<file path="src/rtl/ssd_pkg.sv">
// Shared types, constants and coefficient table for the SOQPSK symbol detector.
`timescale 1ns / 1ps
`default_nettype none
package ssd_pkg;

    localparam int FILTER_TAPS = 20;
    localparam int HALF_TAPS   = FILTER_TAPS / 2;
    localparam int DL_DEPTH    = FILTER_TAPS - 2;
    localparam int SAMPLE_W    = 16;
    localparam int COEF_W      = 18;
    localparam int SOFT_W      = 18;
    localparam int GAIN_W      = 18;
    localparam int ERR_W       = 20;
    localparam int INTEG_W     = 24;
    localparam int MU_W        = 16;
    localparam int NCO_W       = 17;
    localparam int ANG_W       = 16;
    localparam int MUL_W       = 22;
    localparam int PROD_W      = 2 * MUL_W;
    localparam int WIDE_W      = 48;
    localparam int IDX_W       = 4;
    localparam int FAR_STEPS   = 8;
    localparam int DIV_STEPS   = 16;
    localparam int IN_DATA_W   = 64;
    localparam int OUT_DATA_W  = 40;
    localparam int CFG_IDX_W   = 2;

    // register indexes
    localparam logic [CFG_IDX_W-1:0] CFG_PHASE_PROP  = 2'd0;
    localparam logic [CFG_IDX_W-1:0] CFG_PHASE_LAG   = 2'd1;
    localparam logic [CFG_IDX_W-1:0] CFG_TIMING_PROP = 2'd2;
    localparam logic [CFG_IDX_W-1:0] CFG_TIMING_LAG  = 2'd3;

    // datapath operations, one per controller step
    typedef enum logic [3:0] {
        OP_NONE,
        OP_LOAD,
        OP_FILT,
        OP_FACC,
        OP_FRND,
        OP_ROTA,
        OP_ROTB,
        OP_ROTC,
        OP_FAR,
        OP_ERR,
        OP_NOERR,
        OP_LOOPA,
        OP_LOOPB,
        OP_LOOPC,
        OP_LOOPD,
        OP_DIV
    } t_op;

    typedef struct packed {
        t_op              op;
        logic [IDX_W-1:0] idx;
    } t_cmd;

    typedef struct packed {
        logic strobe;
        logic wrap;
        logic out_busy;
    } t_stat;

    // detection filter half, round(c * 2^17)
    function automatic logic signed [COEF_W-1:0] coef(input logic [IDX_W-1:0] idx);
        case (idx)
            4'd0:    return 18'sd1360;
            4'd1:    return 18'sd3105;
            4'd2:    return 18'sd1280;
            4'd3:    return -18'sd3541;
            4'd4:    return -18'sd11765;
            4'd5:    return -18'sd14463;
            4'd6:    return -18'sd6797;
            4'd7:    return 18'sd20306;
            4'd8:    return 18'sd74573;
            4'd9:    return 18'sd103861;
            default: return 18'sd0;
        endcase
    endfunction

endpackage
`default_nettype wire

</file>
<file path="src/rtl/ssd_ctrl.sv">
// Step sequencer for the symbol detector: issues one datapath operation per cycle.
`timescale 1ns / 1ps
`default_nettype none
module ssd_ctrl (
    input  wire logic          i_clk,
    input  wire logic          i_rst_n,
    input  wire logic          i_accept,
    input  wire ssd_pkg::t_stat i_stat,
    output ssd_pkg::t_cmd      o_cmd,
    output logic               o_ready
);

    typedef enum logic [3:0] {
        S_IDLE, S_LOAD, S_FILT, S_FACC, S_FRND, S_ROTA, S_ROTB, S_ROTC,
        S_FAR, S_ERR, S_NOERR, S_LOOPA, S_LOOPB, S_LOOPC, S_LOOPD, S_DIV
    } t_state;

    t_state        r_state;
    ssd_pkg::t_cmd r_cmd;
    logic          r_ready;

    assign o_cmd   = r_cmd;
    assign o_ready = r_ready;

    // state, command and ready
    always_ff @(posedge i_clk) begin
        if (!i_rst_n) begin
            r_state   <= S_IDLE;
            r_cmd.op  <= ssd_pkg::OP_NONE;
            r_cmd.idx <= '0;
            r_ready   <= 1'b1;
        end else begin
            case (r_state)
                S_IDLE: begin
                    if (i_accept) begin
                        r_state   <= S_LOAD;
                        r_cmd.op  <= ssd_pkg::OP_LOAD;
                        r_cmd.idx <= '0;
                        r_ready   <= 1'b0;
                    end
                end
                S_LOAD: begin
                    r_state   <= S_FILT;
                    r_cmd.op  <= ssd_pkg::OP_FILT;
                    r_cmd.idx <= '0;
                end
                S_FILT: begin
                    if (r_cmd.idx == ssd_pkg::IDX_W'(ssd_pkg::HALF_TAPS - 1)) begin
                        r_state  <= S_FACC;
                        r_cmd.op <= ssd_pkg::OP_FACC;
                    end else begin
                        r_cmd.idx <= r_cmd.idx + 1'b1;
                    end
                end
                S_FACC: begin
                    r_state  <= S_FRND;
                    r_cmd.op <= ssd_pkg::OP_FRND;
                end
                S_FRND: begin
                    r_state  <= S_ROTA;
                    r_cmd.op <= ssd_pkg::OP_ROTA;
                end
                S_ROTA: begin
                    r_state  <= S_ROTB;
                    r_cmd.op <= ssd_pkg::OP_ROTB;
                end
                S_ROTB: begin
                    r_state  <= S_ROTC;
                    r_cmd.op <= ssd_pkg::OP_ROTC;
                end
                S_ROTC: begin
                    // interpolants only on a pending strobe
                    if (i_stat.strobe) begin
                        r_state   <= S_FAR;
                        r_cmd.op  <= ssd_pkg::OP_FAR;
                        r_cmd.idx <= '0;
                    end else begin
                        r_state  <= S_NOERR;
                        r_cmd.op <= ssd_pkg::OP_NOERR;
                    end
                end
                S_FAR: begin
                    if (r_cmd.idx == ssd_pkg::IDX_W'(ssd_pkg::FAR_STEPS - 1)) begin
                        r_state  <= S_ERR;
                        r_cmd.op <= ssd_pkg::OP_ERR;
                    end else begin
                        r_cmd.idx <= r_cmd.idx + 1'b1;
                    end
                end
                S_ERR: begin
                    // hold until the output register is free
                    if (!i_stat.out_busy) begin
                        r_state  <= S_LOOPA;
                        r_cmd.op <= ssd_pkg::OP_LOOPA;
                    end
                end
                S_NOERR: begin
                    r_state  <= S_LOOPA;
                    r_cmd.op <= ssd_pkg::OP_LOOPA;
                end
                S_LOOPA: begin
                    r_state  <= S_LOOPB;
                    r_cmd.op <= ssd_pkg::OP_LOOPB;
                end
                S_LOOPB: begin
                    r_state  <= S_LOOPC;
                    r_cmd.op <= ssd_pkg::OP_LOOPC;
                end
                S_LOOPC: begin
                    r_state  <= S_LOOPD;
                    r_cmd.op <= ssd_pkg::OP_LOOPD;
                end
                S_LOOPD: begin
                    if (i_stat.wrap) begin
                        r_state   <= S_DIV;
                        r_cmd.op  <= ssd_pkg::OP_DIV;
                        r_cmd.idx <= '0;
                    end else begin
                        r_state  <= S_IDLE;
                        r_cmd.op <= ssd_pkg::OP_NONE;
                        r_ready  <= 1'b1;
                    end
                end
                S_DIV: begin
                    if (r_cmd.idx == ssd_pkg::IDX_W'(ssd_pkg::DIV_STEPS - 1)) begin
                        r_state  <= S_IDLE;
                        r_cmd.op <= ssd_pkg::OP_NONE;
                        r_ready  <= 1'b1;
                    end else begin
                        r_cmd.idx <= r_cmd.idx + 1'b1;
                    end
                end
                default: begin
                    r_state  <= S_IDLE;
                    r_cmd.op <= ssd_pkg::OP_NONE;
                    r_ready  <= 1'b1;
                end
            endcase
        end
    end

endmodule
`default_nettype wire

</file>
<file path="config.mk">
export PLATFORM = sky130hd
export DESIGN_NAME = ssd_ctrl
export DESIGN_NICKNAME = d
export VERILOG_FILES = /design/src/rtl/ssd_pkg.sv /design/src/rtl/ssd_ctrl.sv
export SDC_FILE = /design/constraint.sdc
export NUM_CORES = 1
export LEC_CHECK = 0
export ABC_AREA = 0
export BUFFER_PORTS_ARGS = -buffer_cell sky130_fd_sc_hd__buf_4
export CAP_MARGIN = 20
export CORE_MARGIN = 2
export CORE_UTILIZATION = 52
export CTS_CLUSTER_DIAMETER = 40
export DETAILED_ROUTE_END_ITERATION = 8
export PLACE_DENSITY = 0.73
export SLEW_MARGIN = 5
export SYNTH_ARGS = -nofsm -noshare
export SYNTH_HDL_FRONTEND = slang
export SYNTH_SLANG_ARGS = --single-unit
</file>
<file path="constraint.sdc">
create_clock -name i_clk -period 1.9 [get_ports i_clk]
set_input_delay 0.095 -clock i_clk [delete_from_list [all_inputs] [get_ports i_clk]]
set_output_delay 0.095 -clock i_clk [all_outputs]
set_load 0.01 [all_outputs]
</file>
==> results.txt, run 1 <==
From left edge to right edge, the die measures 40.9 um. In this run the vertical extent of the chip is 40.9 um. The leakage dissipation is 0.343 nW, and the sink count of the clock tree is 9. The run finished with clean final reports.

After clock tree synthesis, the repair step resized 0 gates. The mean area per synthesized cell was 7.80 sq um. The run gives 0 as the number of max-cap violations. The placer congestion estimate was 0.786. The first-pass GRT wire length was 2610 um. For this run, design rule violations remaining after detail routing come to 0. The share of synthesized flip-flops with an asynchronous set or reset was 0; the number of port buffers was 14. For this run, the number of Yosys warnings is 0. The routed design could run at a clock period as short as 1.74 ns.

The sequential cell area fraction in the yosys report was 0.254. STA puts the critical path data arrival time at 1.95 ns. The worst reg-to-reg path cell count came out at 6. The total congestion overflow was 0. The count of nets left with antenna violations once routing finished came out at 0. Among all cell types in the netlist, the one instantiated most often is sky130_fd_sc_hd__dfxtp_1. The critical path is of the reg2reg type. The number of synthesized register bits was 9; the insertion delay of the later-clocked pin in the worst-skew pair was 0.27 ns.

TritonCTS built the clock tree. For this run, the number of standard cells in the final layout without fillers is 125. The share of the clock period used by the worst path came out at 0.918. The final number of setup-violating endpoints was 0; the H-tree depth was 1. The placed cell count is 121. The maximum number of pins on one net before global-route repair came out at 13. For this run, the post-layout net count is 119. For the worst setup path, the data required time is 2.11 ns. The tools report the startpoint type of the worst setup path as a register. The number of core rows is 13. The largest total area in the synthesized netlist belongs to sky130_fd_sc_hd__dfxtp_1. The layout overhead on the synthesized area is 23.1%.

Yosys attributes the largest share of cell area to sky130_fd_sc_hd__dfxtp_1, sky130_fd_sc_hd__o21ai_0, sky130_fd_sc_hd__nor2_1. The routed design has 1670 um of wire. After floorplanning, the core was sized to cover 0.00128 sq mm. The via density per instance is 6.10. The logs give 0.16 ns for the minimum setup slack among reg-to-reg paths and 0.239 for the global-route usage over all layers. The worst hold path was traced through 2 stages. Setup repair after global routing left no endpoint under its margin. The initial core utilization was 0.552; the number of hold violations in the final report was 0.

In the synthesized netlist, the number of instances is 91. Clock skew on the completed layout was measured at 0.00191 ns. The number of placed I/O pins came out at 15. The top-area cell type share of the netlist area works out to 0.254.

The layout has 117 filler cells. In the final routed layout, each cell accounts on average for 13.4 um. For the worst slew slack as a fraction of its limit, the log shows 0.699.

The share of layout cells above drive strength 1 was 0.264; the number of buffers added for setup after CTS was 0. No sink is reached through more buffers than the 2 on the longest clock path. The number of clock buffers added by TritonCTS is 3. The tools report the number of antenna repair diodes as 0. The number of detailed-route iterations in the first pass was 4; the max-slew violation total from the final report was 0.

The number of enable-type register cells in the synthesized netlist was 0. For this block, the initial DRC count from the detailed router was 25. Clock tree synthesis selected as its root buffer the cell sky130_fd_sc_hd__clkbuf_4. The run gives 0 as the number of antenna violations at the first check in global routing. For this run, the top clock speed supported by timing is 574 MHz.

The floorplan step defined a die boundary enclosing 0.00168 sq mm. Worst min-delay path endpoint: o_ready. In this run the worst path has a maximum fanout of 8. The worst flop-to-flop path endpoint is o_cmd[1].

The synthesized netlist occupies a cell area of 709 sq um. After routing, the total negative slack on setup checks comes to 0 ns. After clock tree synthesis, the clock-pin slew on the worst setup and hold paths is 0.07 ns. For the pin with the worst max-slew slack, the measured transition is 0.450 ns. Type of element capturing the critical path: a register. For the post-synthesis net count, the log shows 99. The number of vias after detailed routing is 763, and the cts-stage hold buffer count is 0. The tools report the hold path startpoint as i_rst_n. After synthesis, the most frequently instantiated cells are sky130_fd_sc_hd__dfxtp_1, sky130_fd_sc_hd__nor2_1, sky130_fd_sc_hd__nand2_1, sky130_fd_sc_hd__o21ai_0, sky130_fd_sc_hd__nand3_1.

The peak supply drop was 0.463 mV; the power density of the placed cells was 769 mW/mm^2. The leading register cell type out of synthesis was sky130_fd_sc_hd__dfxtp_1. The worst register-to-register path begins at o_cmd[0].

The HPWL after detailed placement is 1240 um. The number of global-route vias before repair came out at 572. The tools report the number of distinct standard cells referenced by the synthesized netlist as 42. The path class of the tightest hold or removal check is in2reg.
==> stage by stage <==
stage	utilization	total power, mW	instance area, sq um	hold slack (ns)	worst slack [ns]
final	0.680	0.672	873	0.0753	0.157
after global routing	0.680	0.715	873	0.106	0.00534
after CTS	0.680	0.675	873	0.0792	0.149
after detailed placement	0.659	0.514	847	0.360	0.164
after global placement	0.659	0.510	847	0.358	0.223
after floorplan	-	0.421	709	0.171	0.239
==> state kept, by name (all words and copies together) (netlist names) <==
signal,cells
o_ready,1
o_cmd,8
==> area by class of cell <==
cell class / instances / area [sq um] / share of cell area
multi-input cells: 73 / 483 / 0.553
flip-flops and latches: 9 / 180 / 0.206
clock buffers: 4 / 26.3 / 0.0301
inverters: 4 / 15.0 / 0.0172
repair buffers: 20 / 150 / 0.172
well taps: 15 / 18.8 / 0.0215
==> power breakdown <==
group / internal [mW] / switching, mW / total (mW)
sequential: 0.208 / 0.0354 / 0.244
combinational: 0.130 / 0.139 / 0.269
clock: 0.0815 / 0.0778 / 0.159
total: 0.419 / 0.252 / 0.672
==> worst max-delay path by stage <==
stage	start	to	slack, ns	depth (start not counted)
after floorplan	o_cmd[0]	o_cmd[1]	0.24	6
after global placement	o_cmd[0]	o_cmd[1]	0.22	6
after detailed placement	o_cmd[0]	o_cmd[1]	0.16	6
after CTS	o_cmd[0]	o_cmd[1]	0.15	6
after global routing	o_cmd[0]	o_cmd[1]	0.005	6
final	o_cmd[0]	o_cmd[1]	0.16	6
==> placed cells by master, fill, tap and decap left out, types with 2 or more instances in the layout <==
| cell | n |
|---|---|
| sky130_fd_sc_hd__a21boi_0 | 2 |
| sky130_fd_sc_hd__a21boi_1 | 3 |
| sky130_fd_sc_hd__a21oi_1 | 3 |
| sky130_fd_sc_hd__buf_4 | 20 |
| sky130_fd_sc_hd__clkbuf_4 | 3 |
| sky130_fd_sc_hd__dfxtp_1 | 9 |
| sky130_fd_sc_hd__ha_1 | 2 |
| sky130_fd_sc_hd__inv_1 | 4 |
| sky130_fd_sc_hd__nand2_1 | 7 |
| sky130_fd_sc_hd__nand2b_1 | 2 |
| sky130_fd_sc_hd__nand3_1 | 5 |
| sky130_fd_sc_hd__nor2_1 | 8 |
| sky130_fd_sc_hd__nor2b_1 | 3 |
| sky130_fd_sc_hd__nor3_1 | 2 |
| sky130_fd_sc_hd__o21ai_0 | 7 |
| sky130_fd_sc_hd__o31ai_1 | 2 |
| sky130_fd_sc_hd__or4_1 | 3 |
==> logic make-up (layout without fill, tap and decap cells) <==
logic type	count (synthesis)	count (layout)	synth area share
AND/OR/NAND/NOR	38	38	0.298
AO/OA/AOI/OAI	31	31	0.321
adder cells (fa/ha/maj)	2	2	0.0353
flip-flops	9	9	0.254
multiplexers	1	1	0.0141
XOR/XNOR	1	1	0.0123
buffers and inverters	9	28	0.0652
==> metal layers <==
metal	vias up	wire length, um	share of wire	track usage
met3	2	127	0.076	0.0326
met1	348	803	0.48	0.340
li1	379	-	-	-
met4	0	23	0.014	0.100
met5	-	0	0	0
met2	34	719	0.43	0.355
==> worst max-delay path, cell delays in order (launching register included) <==
cell                        delay, ns
sky130_fd_sc_hd__dfxtp_1         0.35
sky130_fd_sc_hd__ha_1            0.26
sky130_fd_sc_hd__nand3_1         0.15
sky130_fd_sc_hd__o21ai_1         0.10
sky130_fd_sc_hd__a2bb2oi_2       0.20
sky130_fd_sc_hd__or4_1           0.48
sky130_fd_sc_hd__a21boi_1        0.14
Note: power is estimated with default switching activity, not from simulation.
==> run 2, diff against run 1 <==
--- a/config.mk
+++ b/config.mk
@@ -8,11 +8,12 @@
 export ABC_AREA = 0
 export BUFFER_PORTS_ARGS = -buffer_cell sky130_fd_sc_hd__buf_4
 export CAP_MARGIN = 20
+export CELL_PAD_IN_SITES_DETAIL_PLACEMENT = 1
+export CELL_PAD_IN_SITES_GLOBAL_PLACEMENT = 1
 export CORE_MARGIN = 2
-export CORE_UTILIZATION = 52
-export CTS_CLUSTER_DIAMETER = 40
+export CORE_UTILIZATION = 37
 export DETAILED_ROUTE_END_ITERATION = 8
-export PLACE_DENSITY = 0.73
+export PLACE_DENSITY = 0.71
 export SLEW_MARGIN = 5
 export SYNTH_ARGS = -nofsm -noshare
 export SYNTH_HDL_FRONTEND = slang
==> results.txt, run 2 (synthesized netlist as in run 1, its figures left out) <==
The run gives 0.130 ns (was 0.157 ns) as the minimum setup slack in the final design. For the placed cell count, the log shows 131 (was 121). For the number of placed I/O pins, the log shows 15 (unchanged).

The worst endpoint required time is 2.09 ns (was 2.11 ns). The tools report the detailed placement HPWL as 1530 um (was 1240 um). The flow ran to the end, and the final reports show no timing, DRC or antenna violations. The layout overhead on the synthesized area was 25.0% (was 23.1%); the worst setup slack before clock tree synthesis was 0.137 ns (was 0.164 ns).

The actual slew at the worst max-slew pin works out to 0.482 ns (was 0.450 ns). TritonCTS built the clock tree. The initial core utilization came out at 0.402 (was 0.552). The worst slew slack as a fraction of its limit is 0.677 (was 0.699). For the global-route usage over all layers, the log shows 0.211 (was 0.239).

The tools report the number of antenna repair diodes as 0 (unchanged). The number of vias after detailed routing was 743 (was 763); the overall die width was 47.8 um (was 40.9 um). For the number of global-route vias before repair, the log shows 740 (was 572). The routed wirelength normalized by instance count is 14.6 um (was 13.4 um). The final routed DRC violation total came out at 0 (unchanged). List of cells traversed by the critical path: ha_1 -> nand3_1 -> o21ai_1 -> a2bb2oi_2 -> or4_1 -> a21boi_1 (unchanged). The tools report the layout filler cell count as 243 (was 117). Cell with the largest stage delay on the worst path: sky130_fd_sc_hd__or4_1 (unchanged). The final number of setup-violating endpoints was 0 (unchanged); the flip-flop count of the largest register, all copies and words added was 8 (unchanged). The clock-pin slew of the registers on the worst-case setup and hold paths is 0.07 ns (about the same), and the total congestion overflow is 0 (unchanged).

The share of the clock period used by the worst path is 0.932 (was 0.918). The minimum clock period after layout was 1.77 ns (was 1.74 ns). The tools report the startpoint type of the worst setup path as a register (unchanged).

The number of nets still failing antenna checks after routing was 0 (unchanged); the y dimension of the die was 47.8 um (was 40.9 um). The run gives 13 (unchanged) as the maximum number of pins on one net before global-route repair. The logs give 119 (unchanged) for the net total in the final layout and 2 (unchanged) for the deepest clock path buffer count.

The share of layout cells above drive strength 1 was 0.273 (was 0.264); the number of hold violations in the final report was 0 (unchanged). The tools report the post-cts resize count as 0 (unchanged). The total buffers and inverters traversed by the critical path works out to 0 (unchanged). The number of core rows is 15 (was 13), and the number of detailed-route iterations in the first pass is 4 (unchanged). For the sink count of the clock tree, the log shows 9 (unchanged). The number of buffers added for setup after CTS is 0 (unchanged), and the maximum net fanout on the critical path is 8 (unchanged). The placer congestion estimate came out at 0.766 (was 0.786). Wire length after detailed routing: 1970 um (was 1670 um). The number of antenna violations at the first check in global routing is 0 (unchanged), and the leakage dissipation is 0.342 nW (was 0.343 nW). Most frequent cells in the layout: sky130_fd_sc_hd__buf_4, sky130_fd_sc_hd__nor2_1, sky130_fd_sc_hd__dfxtp_1 (was sky130_fd_sc_hd__buf_4, sky130_fd_sc_hd__dfxtp_1, sky130_fd_sc_hd__nor2_1). The H-tree depth came out at 1 (unchanged). The kind of cell adding the most delay to the critical path was simple AND/OR/NAND/NOR gates (unchanged).

Setup repair after global routing left no endpoint under its margin. Maximum operating frequency: 565 MHz (was 574 MHz). The number of max-cap violations was 0 (unchanged); the power density of the placed cells was 750 mW/mm^2 (was 769 mW/mm^2). Type of element capturing the critical path: a register (unchanged). Via density per instance: 5.50 (was 6.10). The tools report the clock tree root driver cell as sky130_fd_sc_hd__clkbuf_4 (unchanged). Kind of path behind the tightest hold check: in2reg (unchanged). For the area enclosed by the die boundary, the log shows 0.00228 sq mm (was 0.00168 sq mm). The max-slew violation total from the final report was 0 (unchanged); the critical path's largest stage delay was 0.48 ns (about the same).

First-pass GRT wire length: 3380 um (was 2610 um). The peak supply drop was 0.385 mV (was 0.463 mV); the cts-stage hold buffer count was 0 (unchanged). The largest clock skew in the final design is 0.00669 ns (was 0.00191 ns). The type of the worst setup path was reg2reg (unchanged). Overall power: 665 uW (was 672 uW). The violation count after the first detailed-routing iteration was 5 (was 25); the count of non-filler cells in the finished layout was 135 (was 125). The arrival time at the worst endpoint was 1.96 ns (was 1.95 ns).

The number of port buffers is 14 (unchanged), and the insertion delay of the later-clocked pin in the worst-skew pair is 0.26 ns (was 0.27 ns). The logs give 3 (unchanged) for the number of buffers added by the clock tree synthesis step and 0 ns (unchanged) for the total negative setup slack. The most common cell after layout, fill and taps aside is sky130_fd_sc_hd__buf_4 (unchanged).

The run gives 0.00176 sq mm (was 0.00128 sq mm) as the core outline area.
run 2: cell type report:
cell class              instances  area [sq um]  share of cell area
clock buffers                   4          26.3              0.0296
repair buffers                 20           150               0.169
well taps                      25          31.3              0.0353
multi-input cells              73           483               0.544
inverters                       4          15.0              0.0169
flip-flops and latches          9           181               0.205
run 2: final timing paths:
path | start | endpoint | slack [ns] | depth (start not counted)
max reg2reg | o_cmd[0] | o_cmd[1] | 0.13 | 6
min | i_rst_n | o_ready | 0.08 | 2
max | o_cmd[0] | o_cmd[1] | 0.13 | 6
min reg2reg | o_cmd[1] | o_cmd[1] | 0.53 | 2
run 2: metal layers:
metal	GRT usage	vias up	share of wire
met5	0	-	0
met4	0.0649	0	0.0076
met3	0.0226	2	0.032
met2	0.341	9	0.47
met1	0.295	358	0.49
li1	-	374	-
run 2: through the flow:
stage          hold WS [ns]  cell area (sq um)   util
6_report             0.0833                887  0.503
5_1_grt               0.125                887  0.503
4_1_cts              0.0812                886  0.502
3_5_place_dp          0.367                860  0.487
3_3_place_gp          0.361                860  0.487
2_1_floorplan         0.171                709      -
run 2: power breakdown:
group          internal (mW)  leakage, nW  switching (mW)
clock network         0.0810       0.0150          0.0743
logic                  0.124        0.253           0.138
registers              0.208       0.0738          0.0393
==> run 3, diff against run 2 <==
--- a/config.mk
+++ b/config.mk
@@ -6,7 +6,7 @@
 export NUM_CORES = 1
 export LEC_CHECK = 0
 export ABC_AREA = 0
-export BUFFER_PORTS_ARGS = -buffer_cell sky130_fd_sc_hd__buf_4
+export BUFFER_PORTS_ARGS = -buffer_cell sky130_fd_sc_hd__buf_2
 export CAP_MARGIN = 20
 export CELL_PAD_IN_SITES_DETAIL_PLACEMENT = 1
 export CELL_PAD_IN_SITES_GLOBAL_PLACEMENT = 1
==> results.txt, run 3 (synthesized netlist as in run 1, its figures left out) <==
The worst endpoint required time is 2.10 ns (was 2.09 ns), and the number of core rows is 15 (unchanged). Worst slew slack as a fraction of its limit: 0.660 (was 0.677). The number of antenna violations at the first check in global routing came out at 0 (unchanged). For the final number of setup-violating endpoints, the log shows 0 (unchanged).

The hold path startpoint was i_rst_n (unchanged). The startpoint type of the worst setup path was a register (unchanged). The final routed DRC violation total was 0 (unchanged); the number of buffers added for setup after CTS was 0 (unchanged). The overall die width is 47.8 um (unchanged). The tools report the total congestion overflow as 0 (unchanged). Worst min-delay path endpoint: o_ready (unchanged). Layout overhead on the synthesized area: 23.8% (was 25.0%). The number of detailed-route iterations in the first pass came out at 4 (unchanged). The violation count after the first detailed-routing iteration was 8 (was 5). The routed wirelength normalized by instance count was 15.7 um (was 14.6 um); the sink count of the clock tree was 9 (unchanged).

For the leakage dissipation, the log shows 0.341 nW (was 0.342 nW). The run gives 1580 um (was 1530 um) as the detailed placement HPWL. The number of instances on the worst hold path works out to 2 (unchanged).

The maximum net fanout on the critical path is 8 (unchanged), and the placer congestion estimate is 0.802 (was 0.766). The number of placed I/O pins came out at 15 (unchanged). The worst reg-to-reg path cell count came out at 6 (unchanged). The number of antenna repair diodes was 0 (unchanged). The run finished with clean final reports.

Placed cell count: 132 (was 131). The H-tree depth was 1 (unchanged); the deepest clock path buffer count was 2 (unchanged). The largest clock skew in the final design is 0.00653 ns (was 0.00669 ns), and the number of nets still failing antenna checks after routing is 0 (unchanged).

The kind of path behind the tightest hold check was in2reg (unchanged). The logs give 0.152 ns (was 0.130 ns) for the minimum setup slack in the final design and 0.0443 ns (was 0.137 ns) for the worst setup slack before clock tree synthesis. The total negative setup slack came out at 0 ns (unchanged). The max-slew violation total from the final report came out at 0 (unchanged). The count of non-filler cells in the finished layout came out at 136 (was 135). The most common cell after layout, fill and taps aside was sky130_fd_sc_hd__buf_2 (was sky130_fd_sc_hd__buf_4). The tools report the cts-stage hold buffer count as 0 (unchanged).

The number of global-route vias before repair is 720 (was 740), and the global-route usage over all layers is 0.227 (was 0.211). The run gives 3 (unchanged) as the number of buffers added by the clock tree synthesis step. The maximum number of pins on one net before global-route repair is 16 (was 13), and the area enclosed by the die boundary is 0.00228 sq mm (unchanged). Most frequent cells in the layout: sky130_fd_sc_hd__buf_2, sky130_fd_sc_hd__nor2_1, sky130_fd_sc_hd__dfxtp_1 (was sky130_fd_sc_hd__buf_4, sky130_fd_sc_hd__nor2_1, sky130_fd_sc_hd__dfxtp_1). TritonCTS built the clock tree. The peak supply drop was 0.507 mV (was 0.385 mV); the maximum operating frequency was 572 MHz (was 565 MHz). The number of port buffers is 14 (unchanged). The run gives 0 (unchanged) as the number of hold violations in the final report.

Type of the worst setup path: reg2reg (unchanged). The core outline area was 0.00176 sq mm (unchanged); the arrival time at the worst endpoint was 1.95 ns (was 1.96 ns). For the final core utilization, the log shows 0.498 (was 0.503). The logs give 832 sq um (was 860 sq um) for the instance area after placement and 0.15 ns (was 0.13 ns) for the minimum setup slack among reg-to-reg paths. The share of the clock period used by the worst path works out to 0.920 (was 0.932).

The share of layout cells above drive strength 1 is 0.297 (was 0.273), and the post-layout instance area is 878 sq um (was 887 sq um). Power density of the placed cells: 762 mW/mm^2 (was 750 mW/mm^2). Setup repair after global routing left no endpoint under its margin. The launching instance or port of the critical path was o_cmd[0] (unchanged). The type of element capturing the critical path was a register (unchanged). Insertion delay of the later-clocked pin in the worst-skew pair: 0.27 ns (was 0.26 ns). The minimum clock period after layout is 1.75 ns (was 1.77 ns), and the initial core utilization is 0.402 (unchanged). The flip-flop count of the largest register, all copies and words added was 8 (unchanged). The clock-pin slew of the registers on the worst-case setup and hold paths was 0.07 ns (about the same); the actual slew at the worst max-slew pin was 0.509 ns (was 0.482 ns). The number of vias after detailed routing is 763 (was 743).

The worst flop-to-flop path endpoint is o_cmd[1] (unchanged). The number of max-cap violations was 0 (unchanged). The net total in the final layout came out at 120 (was 119). First-pass GRT wire length: 3490 um (was 3380 um). The beginning of the worst register-to-register path was o_cmd[0] (unchanged).

The clock tree root driver cell is sky130_fd_sc_hd__clkbuf_4 (unchanged). The y dimension of the die works out to 47.8 um (unchanged). The wire length after detailed routing was 2130 um (was 1970 um); the via density per instance was 5.61 (was 5.50).
## run 3: worst max path at each step
stage	depth (start not counted)	to	slack [ns]
final	6	o_cmd[1]	0.15
after global placement	6	o_cmd[1]	0.10
after floorplan	6	o_cmd[1]	0.24
after global routing	6	o_cmd[0]	0.005
after CTS	6	o_cmd[1]	0.03
after detailed placement	6	o_cmd[1]	0.04
## run 3: cell type report
| cell class | instances | area [sq um] |
|---|---|---|
| multi-input combinational | 73 | 502 |
| sequential | 9 | 181 |
| inverter | 4 | 15.0 |
| clock buffer | 4 | 26.3 |
| timing repair buffer | 21 | 123 |
| fill | 253 | 886 |
| tap | 25 | 31.3 |
## run 3: stage by stage
| step | hold WS [ns] | total power, mW |
|---|---|---|
| after floorplan | 0.171 | 0.421 |
| after global placement | 0.375 | 0.505 |
| after detailed placement | 0.381 | 0.509 |
| after CTS | 0.110 | 0.671 |
| after global routing | 0.123 | 0.716 |
| final | 0.107 | 0.670 |
## run 3: critical path, stage by stage, from the launching register on
cell and delay [ns]:
sky130_fd_sc_hd__dfxtp_1 0.36, sky130_fd_sc_hd__ha_2 0.23, sky130_fd_sc_hd__nand3_2 0.12, sky130_fd_sc_hd__o21ai_1 0.14, sky130_fd_sc_hd__a2bb2oi_4 0.21, sky130_fd_sc_hd__or4_1 0.47, sky130_fd_sc_hd__a21boi_1 0.15
## run 3: power breakdown
| group | leakage, nW | switching [mW] | internal [mW] |
|---|---|---|---|
| registers | 0.0738 | 0.0368 | 0.208 |
| logic | 0.253 | 0.149 | 0.117 |
| clock network | 0.0150 | 0.0768 | 0.0813 |
## run 3: layer usage
layer,up-vias,global-route usage,share of wire
met3,2,0.0566,0.030
met1,363,0.313,0.52
met5,-,0,0
met4,0,0.0973,0.010
li1,383,-,-
met2,15,0.336,0.44
## run 3: timing repair
action | 4_1_cts | 5_1_grt
hold endpoints to repair | 0 | 0
gates resized for setup | 0 | 4
setup endpoints to repair | 0 | 5
